<file path="config.mk">
export PLATFORM = sky130hd
export DESIGN_NAME = pressure_sample_conditioner
export DESIGN_NICKNAME = d
export VERILOG_FILES = /design/src/rtl/psc_pkg.sv /design/src/rtl/psc_ram.sv /design/src/rtl/pressure_sample_conditioner.sv
export SDC_FILE = /design/constraint.sdc
export NUM_CORES = 2
export LEC_CHECK = 0
export ABC_CLOCK_PERIOD_IN_PS = 11700
export BUFFER_PORTS_ARGS = -buffer_cell sky130_fd_sc_hd__buf_2
export CAP_MARGIN = 20
export CORE_MARGIN = 2
export CORE_UTILIZATION = 50
export CTS_CLUSTER_DIAMETER = 120
export CTS_CLUSTER_SIZE = 14
export DETAILED_ROUTE_END_ITERATION = 10
export PLACE_DENSITY = 0.75
export SYNTH_ARGS = -nofsm -noshare
export SYNTH_HDL_FRONTEND = slang
export SYNTH_HIERARCHICAL = 1
export SYNTH_SLANG_ARGS = --single-unit
</file>
<file path="constraint.sdc">
create_clock -name clk -period 11.7 [get_ports clk]
set_input_delay 2.34 -clock clk [delete_from_list [all_inputs] [get_ports clk]]
set_output_delay 2.34 -clock clk [all_outputs]
set_load 0.1 [all_outputs]
</file>
<file path="src/rtl/psc_pkg.sv">
package psc_pkg;

  localparam int WINDOW_DEPTH = 16;
  localparam int ADC_BITS     = 12;

  localparam int COUNT_W  = 12;
  localparam int ALPHA_W  = 9;
  localparam int SPAN_W   = 17;
  localparam int PRESS_W  = 16;
  localparam int EMA_W    = 20;
  localparam int EMA_FRAC = 8;
  localparam int DATA_W   = 32;
  localparam int ADDR_W   = 5;

  localparam int SUM_W  = COUNT_W + ((WINDOW_DEPTH > 1) ? $clog2(WINDOW_DEPTH) : 0);
  localparam int FILL_W = $clog2(WINDOW_DEPTH + 1);
  localparam int WP_W   = (WINDOW_DEPTH > 1) ? $clog2(WINDOW_DEPTH) : 1;

  localparam int PROD_W    = COUNT_W + SPAN_W;
  localparam int DVD_W     = PROD_W + (PROD_W % 2);
  localparam int AVG_STEPS = (SUM_W + 1) / 2;
  localparam int SCL_STEPS = DVD_W / 2;
  localparam int AVG_SHIFT = DVD_W - 2 * AVG_STEPS;
  localparam int STEP_W    = $clog2(SCL_STEPS > AVG_STEPS ? SCL_STEPS : AVG_STEPS);

  localparam logic [COUNT_W-1:0] ADC_MASK  = COUNT_W'((64'd1 << ADC_BITS) - 64'd1);
  localparam logic [ALPHA_W-1:0] ALPHA_ONE = ALPHA_W'(256);

  localparam logic [1:0] MODE_NONE   = 2'd0;
  localparam logic [1:0] MODE_MEDIAN = 2'd1;
  localparam logic [1:0] MODE_EMA    = 2'd2;

  localparam logic [2:0] REG_FILTER_MODE = 3'd0;
  localparam logic [2:0] REG_EMA_ALPHA   = 3'd1;
  localparam logic [2:0] REG_CLAMP_LOW   = 3'd2;
  localparam logic [2:0] REG_CLAMP_HIGH  = 3'd3;
  localparam logic [2:0] REG_SPAN        = 3'd4;
  localparam logic [2:0] REG_OFFSET      = 3'd5;
  localparam logic [2:0] REG_MAX         = 3'd6;

  localparam logic [ALPHA_W-1:0] RST_ALPHA  = ALPHA_W'(64);
  localparam logic [COUNT_W-1:0] RST_HIGH   = COUNT_W'(4095);
  localparam logic [SPAN_W-1:0]  RST_SPAN   = SPAN_W'(75000);
  localparam logic [PRESS_W-1:0] RST_OFFSET = PRESS_W'(12500);
  localparam logic [PRESS_W-1:0] RST_MAX    = PRESS_W'(50000);

endpackage

</file>
<file path="src/rtl/psc_ram.sv">
module psc_ram #(
  parameter int WIDTH = 12,
  parameter int DEPTH = 16
) (
  input  logic                                      clk,
  input  logic                                      we,
  input  logic [((DEPTH > 1) ? $clog2(DEPTH) : 1)-1:0] waddr,
  input  logic [WIDTH-1:0]                          wdata,
  input  logic                                      re,
  input  logic [((DEPTH > 1) ? $clog2(DEPTH) : 1)-1:0] raddr,
  output logic [WIDTH-1:0]                          rdata
);

  logic [WIDTH-1:0] mem_r [DEPTH];
  logic [WIDTH-1:0] rdata_r;

  always_ff @(posedge clk) begin
    if (we) begin
      mem_r[waddr] <= wdata;
    end
    if (re) begin
      rdata_r <= mem_r[raddr];
    end
  end

  assign rdata = rdata_r;

endmodule

</file>
<file path="src/rtl/pressure_sample_conditioner.sv">
// Pressure sample conditioner: one ADC count per input beat gives one result beat with the
// pressure in tenths of PSI, the prefiltered count, the window average and a window-full
// flag. Items are processed one at a time: a new item is accepted only after the last
// one is loaded into the result register, and EMA mode adds a filter state. The shared
// restoring divider, which retires two quotient bits per cycle, computes the window
// average and then the span scaling. A finished result waits in the output register while
// the next item is accepted and processed. The window store is a 16-entry RAM with a
// registered read; a read entry is used only once the window is full, so the RAM needs no
// clearing after reset. Registers are to be written over the APB port only while no item
// is in flight; the block itself does not enforce this.
module pressure_sample_conditioner (
  input  logic                           clk,
  input  logic                           rst_n,
  input  logic                           in_valid,
  output logic                           in_stall,
  input  logic [11:0]                    in_adc_sample,
  output logic                           out_valid,
  input  logic                           out_stall,
  output logic [15:0]                    out_pressure_tenths,
  output logic [11:0]                    out_filtered_count,
  output logic [11:0]                    out_average_count,
  output logic                           out_window_full,
  input  logic                           psel,
  input  logic                           penable,
  input  logic                           pwrite,
  input  logic [psc_pkg::ADDR_W-1:0]     paddr,
  input  logic [psc_pkg::DATA_W-1:0]     pwdata,
  output logic [psc_pkg::DATA_W-1:0]     prdata,
  output logic                           pready
);

  typedef enum logic [7:0] {
    S_IDLE = 8'b0000_0001,
    S_PRE  = 8'b0000_0010,
    S_EMA  = 8'b0000_0100,
    S_UPD  = 8'b0000_1000,
    S_AVG  = 8'b0001_0000,
    S_MUL  = 8'b0010_0000,
    S_SCL  = 8'b0100_0000,
    S_FIN  = 8'b1000_0000
  } psc_state_t;

  localparam int CW = psc_pkg::COUNT_W;
  localparam int DW = psc_pkg::DVD_W;

  psc_state_t state_r, state_nxt;

  logic [1:0]                    filter_mode_r;
  logic [psc_pkg::ALPHA_W-1:0]   ema_alpha_r;
  logic [CW-1:0]                 clamp_low_r;
  logic [CW-1:0]                 clamp_high_r;
  logic [psc_pkg::SPAN_W-1:0]    span_r;
  logic [psc_pkg::PRESS_W-1:0]   offset_r;
  logic [psc_pkg::PRESS_W-1:0]   max_r;

  logic [psc_pkg::SUM_W-1:0]     sum_r, sum_nxt;
  logic [psc_pkg::WP_W-1:0]      wp_r, wp_nxt;
  logic [psc_pkg::FILL_W-1:0]    fill_r, fill_nxt;
  logic [psc_pkg::EMA_W-1:0]     ema_r, ema_nxt;
  logic [CW-1:0]                 prev_one_r, prev_one_nxt;
  logic [CW-1:0]                 prev_two_r, prev_two_nxt;
  logic                          primed_r, primed_nxt;

  logic [CW-1:0]                 x_r, x_nxt;
  logic [CW-1:0]                 f_r, f_nxt;
  logic [CW-1:0]                 avg_r, avg_nxt;
  logic [20:0]                   ema_prod_r, ema_prod_nxt;
  logic [DW-1:0]                 dvd_r, dvd_nxt;
  logic [CW-1:0]                 rem_r, rem_nxt;
  logic [CW-1:0]                 div_r, div_nxt;
  logic [psc_pkg::STEP_W-1:0]    step_r, step_nxt;

  logic                          out_valid_r, out_valid_nxt;
  logic [15:0]                   out_press_r, out_press_nxt;
  logic [CW-1:0]                 out_filt_r, out_filt_nxt;
  logic [CW-1:0]                 out_avg_r, out_avg_nxt;
  logic                          out_full_r, out_full_nxt;

  logic                          in_accept;
  logic                          cfg_write;
  logic [2:0]                    cfg_idx;
  logic [CW-1:0]                 old_entry;
  logic                          win_full;
  logic                          ram_we;

  logic [psc_pkg::ALPHA_W-1:0]   alpha_c;
  logic [psc_pkg::ALPHA_W-1:0]   decay;
  logic [28:0]                   decay_prod;
  logic [21:0]                   ema_acc;
  logic [CW-1:0]                 med_a, med_b, med_m;

  logic [CW:0]                   trial1, trial2;
  logic                          ge1, ge2;
  logic [CW-1:0]                 rem1, rem2;
  logic [DW-1:0]                 dvd1, dvd2;

  logic [CW-1:0]                 cnt_lo, cnt_c;
  logic [psc_pkg::PROD_W-1:0]    scale_prod;
  logic [psc_pkg::SPAN_W-1:0]    scaled;
  logic [psc_pkg::SPAN_W-1:0]    press;
  logic                          out_load;

  assign in_accept = in_valid && !in_stall;
  assign in_stall  = (state_r != S_IDLE);
  assign cfg_write = psel && penable && pwrite;
  assign cfg_idx   = paddr[4:2];
  assign pready    = 1'b1;
  assign win_full  = (fill_r == psc_pkg::FILL_W'(psc_pkg::WINDOW_DEPTH));
  assign ram_we    = (state_r == S_UPD);

  psc_ram #(
    .WIDTH (CW),
    .DEPTH (psc_pkg::WINDOW_DEPTH)
  ) u_window (
    .clk   (clk),
    .we    (ram_we),
    .waddr (wp_r),
    .wdata (f_r),
    .re    (in_accept),
    .raddr (wp_r),
    .rdata (old_entry)
  );

  always_comb begin
    prdata = '0;
    unique case (cfg_idx)
      psc_pkg::REG_FILTER_MODE: prdata = psc_pkg::DATA_W'(filter_mode_r);
      psc_pkg::REG_EMA_ALPHA:   prdata = psc_pkg::DATA_W'(ema_alpha_r);
      psc_pkg::REG_CLAMP_LOW:   prdata = psc_pkg::DATA_W'(clamp_low_r);
      psc_pkg::REG_CLAMP_HIGH:  prdata = psc_pkg::DATA_W'(clamp_high_r);
      psc_pkg::REG_SPAN:        prdata = psc_pkg::DATA_W'(span_r);
      psc_pkg::REG_OFFSET:      prdata = psc_pkg::DATA_W'(offset_r);
      psc_pkg::REG_MAX:         prdata = psc_pkg::DATA_W'(max_r);
      default:                  prdata = '0;
    endcase
  end

  always_ff @(posedge clk) begin
    if (!rst_n) begin
      filter_mode_r <= psc_pkg::MODE_NONE;
      ema_alpha_r   <= psc_pkg::RST_ALPHA;
      clamp_low_r   <= '0;
      clamp_high_r  <= psc_pkg::RST_HIGH;
      span_r        <= psc_pkg::RST_SPAN;
      offset_r      <= psc_pkg::RST_OFFSET;
      max_r         <= psc_pkg::RST_MAX;
    end else if (cfg_write) begin
      unique case (cfg_idx)
        psc_pkg::REG_FILTER_MODE: filter_mode_r <= pwdata[1:0];
        psc_pkg::REG_EMA_ALPHA:   ema_alpha_r   <= pwdata[psc_pkg::ALPHA_W-1:0];
        psc_pkg::REG_CLAMP_LOW:   clamp_low_r   <= pwdata[CW-1:0];
        psc_pkg::REG_CLAMP_HIGH:  clamp_high_r  <= pwdata[CW-1:0];
        psc_pkg::REG_SPAN:        span_r        <= pwdata[psc_pkg::SPAN_W-1:0];
        psc_pkg::REG_OFFSET:      offset_r      <= pwdata[psc_pkg::PRESS_W-1:0];
        psc_pkg::REG_MAX:         max_r         <= pwdata[psc_pkg::PRESS_W-1:0];
        default: ;
      endcase
    end
  end

  always_comb begin
    alpha_c    = (ema_alpha_r > psc_pkg::ALPHA_ONE) ? psc_pkg::ALPHA_ONE : ema_alpha_r;
    decay      = psc_pkg::ALPHA_ONE - alpha_c;
    decay_prod = 29'(decay) * 29'(ema_r);
    ema_acc    = 22'(ema_prod_r) + 22'(decay_prod[28:psc_pkg::EMA_FRAC]);

    med_a = primed_r ? prev_one_r : x_r;
    med_b = primed_r ? prev_two_r : x_r;
    if ((x_r >= med_a && x_r <= med_b) || (x_r >= med_b && x_r <= med_a)) begin
      med_m = x_r;
    end else if ((med_a >= x_r && med_a <= med_b) || (med_a >= med_b && med_a <= x_r)) begin
      med_m = med_a;
    end else begin
      med_m = med_b;
    end

    trial1 = {rem_r, dvd_r[DW-1]};
    ge1    = (trial1 >= {1'b0, div_r});
    rem1   = ge1 ? CW'(trial1 - {1'b0, div_r}) : trial1[CW-1:0];
    dvd1   = {dvd_r[DW-2:0], ge1};
    trial2 = {rem1, dvd1[DW-1]};
    ge2    = (trial2 >= {1'b0, div_r});
    rem2   = ge2 ? CW'(trial2 - {1'b0, div_r}) : trial2[CW-1:0];
    dvd2   = {dvd1[DW-2:0], ge2};

    cnt_lo     = (dvd_r[CW-1:0] < clamp_low_r) ? clamp_low_r : dvd_r[CW-1:0];
    cnt_c      = (cnt_lo > clamp_high_r) ? clamp_high_r : cnt_lo;
    scale_prod = psc_pkg::PROD_W'(cnt_c) * psc_pkg::PROD_W'(span_r);

    scaled = dvd_r[psc_pkg::SPAN_W-1:0];
    press  = (scaled > psc_pkg::SPAN_W'(offset_r)) ?
             (scaled - psc_pkg::SPAN_W'(offset_r)) : '0;
    if (press > psc_pkg::SPAN_W'(max_r)) begin
      press = psc_pkg::SPAN_W'(max_r);
    end

    out_load = (state_r == S_FIN) && (!out_valid_r || !out_stall);
  end

  always_comb begin
    state_nxt    = state_r;
    sum_nxt      = sum_r;
    wp_nxt       = wp_r;
    fill_nxt     = fill_r;
    ema_nxt      = ema_r;
    prev_one_nxt = prev_one_r;
    prev_two_nxt = prev_two_r;
    primed_nxt   = primed_r;
    x_nxt        = x_r;
    f_nxt        = f_r;
    avg_nxt      = avg_r;
    ema_prod_nxt = ema_prod_r;
    dvd_nxt      = dvd_r;
    rem_nxt      = rem_r;
    div_nxt      = div_r;
    step_nxt     = step_r;

    out_valid_nxt = out_valid_r && out_stall;
    out_press_nxt = out_press_r;
    out_filt_nxt  = out_filt_r;
    out_avg_nxt   = out_avg_r;
    out_full_nxt  = out_full_r;

    unique case (state_r)
      S_IDLE: begin
        if (in_accept) begin
          x_nxt     = in_adc_sample & psc_pkg::ADC_MASK;
          state_nxt = S_PRE;
        end
      end
      S_PRE: begin
        case (filter_mode_r)
          psc_pkg::MODE_MEDIAN: begin
            f_nxt        = med_m;
            prev_two_nxt = med_a;
            prev_one_nxt = x_r;
            primed_nxt   = 1'b1;
            state_nxt    = S_UPD;
          end
          psc_pkg::MODE_EMA: begin
            ema_prod_nxt = 21'(alpha_c) * 21'(x_r);
            if (ema_r == '0) begin
              ema_nxt = {x_r, psc_pkg::EMA_FRAC'(0)};
            end
            state_nxt = S_EMA;
          end
          default: begin
            f_nxt     = x_r;
            state_nxt = S_UPD;
          end
        endcase
      end
      S_EMA: begin
        ema_nxt   = ema_acc[psc_pkg::EMA_W-1:0];
        f_nxt     = ema_acc[psc_pkg::EMA_W-1:psc_pkg::EMA_FRAC];
        state_nxt = S_UPD;
      end
      S_UPD: begin
        if (win_full) begin
          sum_nxt = sum_r - psc_pkg::SUM_W'(old_entry) + psc_pkg::SUM_W'(f_r);
        end else begin
          sum_nxt  = sum_r + psc_pkg::SUM_W'(f_r);
          fill_nxt = fill_r + 1'b1;
        end
        wp_nxt = (wp_r == psc_pkg::WP_W'(psc_pkg::WINDOW_DEPTH - 1)) ? '0 : wp_r + 1'b1;
        dvd_nxt   = DW'(sum_nxt) << psc_pkg::AVG_SHIFT;
        div_nxt   = CW'(fill_nxt);
        rem_nxt   = '0;
        step_nxt  = psc_pkg::STEP_W'(psc_pkg::AVG_STEPS - 1);
        state_nxt = S_AVG;
      end
      S_AVG: begin
        dvd_nxt  = dvd2;
        rem_nxt  = rem2;
        step_nxt = step_r - 1'b1;
        if (step_r == '0) begin
          state_nxt = S_MUL;
        end
      end
      S_MUL: begin
        avg_nxt   = dvd_r[CW-1:0];
        dvd_nxt   = DW'(scale_prod);
        div_nxt   = (clamp_high_r == '0) ? CW'(1) : clamp_high_r;
        rem_nxt   = '0;
        step_nxt  = psc_pkg::STEP_W'(psc_pkg::SCL_STEPS - 1);
        state_nxt = S_SCL;
      end
      S_SCL: begin
        dvd_nxt  = dvd2;
        rem_nxt  = rem2;
        step_nxt = step_r - 1'b1;
        if (step_r == '0) begin
          state_nxt = S_FIN;
        end
      end
      S_FIN: begin
        if (out_load) begin
          out_valid_nxt = 1'b1;
          out_press_nxt = press[15:0];
          out_filt_nxt  = f_r;
          out_avg_nxt   = avg_r;
          out_full_nxt  = win_full;
          state_nxt     = S_IDLE;
        end
      end
      default: state_nxt = S_IDLE;
    endcase
  end

  always_ff @(posedge clk) begin
    if (!rst_n) begin
      state_r     <= S_IDLE;
      sum_r       <= '0;
      wp_r        <= '0;
      fill_r      <= '0;
      ema_r       <= '0;
      prev_one_r  <= '0;
      prev_two_r  <= '0;
      primed_r    <= 1'b0;
      out_valid_r <= 1'b0;
    end else begin
      state_r     <= state_nxt;
      sum_r       <= sum_nxt;
      wp_r        <= wp_nxt;
      fill_r      <= fill_nxt;
      ema_r       <= ema_nxt;
      prev_one_r  <= prev_one_nxt;
      prev_two_r  <= prev_two_nxt;
      primed_r    <= primed_nxt;
      out_valid_r <= out_valid_nxt;
    end
  end

  always_ff @(posedge clk) begin
    x_r         <= x_nxt;
    f_r         <= f_nxt;
    avg_r       <= avg_nxt;
    ema_prod_r  <= ema_prod_nxt;
    dvd_r       <= dvd_nxt;
    rem_r       <= rem_nxt;
    div_r       <= div_nxt;
    step_r      <= step_nxt;
    out_press_r <= out_press_nxt;
    out_filt_r  <= out_filt_nxt;
    out_avg_r   <= out_avg_nxt;
    out_full_r  <= out_full_nxt;
  end

  assign out_valid           = out_valid_r;
  assign out_pressure_tenths = out_press_r;
  assign out_filtered_count  = out_filt_r;
  assign out_average_count   = out_avg_r;
  assign out_window_full     = out_full_r;

endmodule

</file>
==> metrics.txt <==
FP Rows 106; Hold Crit Depth 0; DR WL/cell 19.5 um; drt total wl 108 mm; Crit Path Class flop to flop; initial core utilization 50.6%; Final Core Density 54.2%; Most Crowded Layer GR met2; post-CTS sizing 0; vias per cell 5.78; Psw 0.00114 W; Die Height 296 um; max frequency 95.2 MHz; H-Tree Depth 2; sequential element share of the synthesized area 33.0%; dpl cells 5449; first-pass GRT wire length 174 mm; Max Slew Vio Count 0; cell count of the worst reg-to-reg path 34; worst skew pair latency 0.63 ns; endpoints failing hold 0; # IOs 132; critical path startpoint category flop; yosys warns 6; Flop pwr share 50.5%; GRT overflow 0; initial antenna violation count 1; internal power 0.00291 W; Yosys reg bits 522; RSZ-0062 raised after global routing false; Post-Place Cell Area 44200 um2; vias in the first global route 32500; PortBufs 98; CP most frequent cell fa_1; R2R Setup Slk 1.20 ns; CP max stage delay 0.77 ns; Final #Nets 5103; max_slew headroom 25.9%; met3 usage 3.80%; Final Critical Period 10.50 ns; share of cells above drive strength 1 7.48%; Leak 20.1 nW; clk_skew 0.0765 ns; status finished clean; DIE WIDTH 296 um; drt initial violations 2829; worst setup slack after layout 1.20 ns; Sw Share 28.2%; dpl hpwl 80.0 mm; post-route insts no fill 5533; GRT met2 Usage 42.4%; Async SR Flop Fraction 0%; Primary FF master, synth edfxtp_1; Clock Power Share 35.3%; Residual DRC 0; drt first pass iters 6; number of buffers created by CTS 44; placer congestion estimate 0.926; CTS tree built; setup repair bufs after CTS 0; mean post-synth cell area 9.79 um2; pwr dens 89.1 nW/um2; post-route ant nets 0; arrival time at the worst endpoint 10.80 ns; met1 Resource Use GR 33.9%; TNS Setup 0 ns; CP max FO 16; cell area after synthesis 42500 um2; Tcrit/Tclk final 89.8%; CP max-delay cell a31oi_2; gr usage total 25.3%; Max clock buf depth 3; Setup WS pre-CTS 1.36 ns; Filler cells 7302; Area growth, synth to finish 7.10%; Root Buffer clkbuf_16; Critical Path RT 12.00 ns; combinational fraction of design power 14.2%; DIE AREA 87400 um2; Syn Inst Count 4342; Max Cap Viol 0; number of synthesized flops with an enable pin 359; total core area 84000 um2; routed via count 32000; Hold Path Class flop to flop; post-route cell area 45500 um2; largest net degree at the start of global routing 70; Synth cell types 97; Hold Buf Count CTS 0; endpoints failing setup 0; clock transition at the registers of the reported paths 0.07 ns; Worst VDD drop 0.000115 V; clk sink count 522; Worst Tran Pin Value 1.11 ns; crit end category flop
[logic make-up (layout without fill, tap and decap cells)]
logic type / Yosys count / after routing / share of synthesized area, %
compound gates: 745 / 745 / 11.5
xor+xnor: 129 / 129 / 2.69
fa+ha+maj: 681 / 681 / 26.4
buf+inv: 790 / 832 / 7.30
flops: 522 / 522 / 33.0
mux: 107 / 107 / 4.14
other cells: 2 / 17 / 0.0177
simple gates: 1366 / 1366 / 14.9
[through the flow]
stage          total power (W)  hold slack, ns
5_1_grt                0.00420           0.432
4_1_cts                0.00407           0.425
3_3_place_gp           0.00263           0.406
6_report               0.00406           0.420
2_1_floorplan          0.00250           0.400
3_5_place_dp           0.00265           0.409
[state kept, by name, summed over array words and instances, names as in the netlist, 16 cells and up]
name,count
offset_r,16
ema_r,20
sum_r,16
max_r,16
span_r,17
out_pressure_tenths,16
dvd_r,30
u_window/mem_r,192
ema_prod_r,20
[worst max-delay path: cells and delay by family (launching register included)]
| family | cells | cell delay [ns] |
|---|---|---|
| adder cells (fa/ha/maj) | 8 | 3.37 |
| AND/OR/NAND/NOR | 8 | 1.12 |
| buffers and inverters | 5 | 0.77 |
| AO/OA/AOI/OAI | 13 | 4.37 |
| flip-flops | 1 | 0.60 |
[synthesized netlist by cell type, drive strengths merged (25+ instances only)]
| cell type | number | area share (%) |
|---|---|---|
| buf | 61 | 0.86 |
| nand2 | 632 | 5.6 |
| ha | 319 | 9.4 |
| xor2 | 49 | 1.0 |
| a21o | 63 | 1.1 |
| nor2 | 227 | 2.0 |
| o21ai | 156 | 1.9 |
| dfxtp | 163 | 7.7 |
| nand3 | 72 | 0.85 |
| edfxtp | 359 | 25 |
| mux2i | 42 | 0.99 |
| a211oi | 40 | 0.73 |
| clkbuf | 151 | 1.3 |
| nand2b | 39 | 0.57 |
| o211ai | 36 | 0.64 |
| a21oi | 232 | 2.7 |
| and2 | 176 | 2.6 |
| xnor2 | 79 | 1.6 |
| mux4 | 49 | 2.7 |
| a31oi | 25 | 0.47 |
| inv | 577 | 5.1 |
| a22oi | 31 | 0.55 |
| nor2b | 49 | 0.72 |
| nor3 | 53 | 0.62 |
| fa | 362 | 17 |
[final cells by class]
cell class	instances	area [um2]	area share (%)
diodes	1	2.50	0.00550
flip-flops and latches	522	14000	30.9
multi-input cells	3044	25500	56.0
repair buffers	176	1090	2.39
clock inverters	6	85.1	0.187
inverters	578	2170	4.77
well taps	1134	1420	3.12
clock buffers	72	1230	2.70
[power groups by stage]
| stage | Combinational, W | Clock [W] | Sequential [W] |
|---|---|---|---|
| final | 0.000575 | 0.00143 | 0.00205 |
| after global routing | 0.000635 | 0.00152 | 0.00205 |
| after CTS | 0.000565 | 0.00146 | 0.00205 |
| after detailed placement | 0.000562 | 0 | 0.00209 |
| after global placement | 0.000546 | 0 | 0.00209 |
| after floorplan | 0.000416 | 0 | 0.00208 |
[cell usage in the layout, fill, tap and decap left out, types with 9 or more instances in the layout]
cell type and instances:
nor4_1 15, o21ai_0 146, nor2b_1 48, a31oi_1 17, a21boi_0 12, mux4_2 34, mux2i_1 42, buf_2 98
nand2b_1 39, conb_1 16, o221ai_1 14, xnor2_1 79, clkbuf_16 45, or3_1 19, a22oi_1 31, xor2_1 46
nand3_1 72, and2_1 176, buf_4 75, nor2_1 226, fa_1 362, nor3_1 49, a21o_1 63, nand2_1 631
o21a_1 22, a211oi_1 38, nand3b_1 9, mux4_1 15, a22o_1 18, dfxtp_1 161, edfxtp_1 359, inv_1 575
nand4_1 21, and3_1 22, a21oi_1 230, mux2_2 16, ha_1 319, clkbuf_1 27, o211ai_1 36
[metal layers]
layer / vias up / routed length (um)
met5: - / 0
met4: 0 / 3400
met3: 219 / 8930
met2: 1295 / 51500
met1: 15800 / 44000
li1: 14700 / -
[path summary, 6_finish.rpt]
| kind | from | endpoint |
|---|---|---|
| max | dvd_r[8]$_DFFE_PP_ | dvd_r[27]$_DFFE_PP_ |
| min | avg_r[6]$_DFFE_PP_ | out_average_count[6]$_DFFE_PP_ |
| max reg2reg | dvd_r[8]$_DFFE_PP_ | dvd_r[27]$_DFFE_PP_ |
| min reg2reg | avg_r[6]$_DFFE_PP_ | out_average_count[6]$_DFFE_PP_ |
No activity file was read; power rests on OpenSTA's default activity.
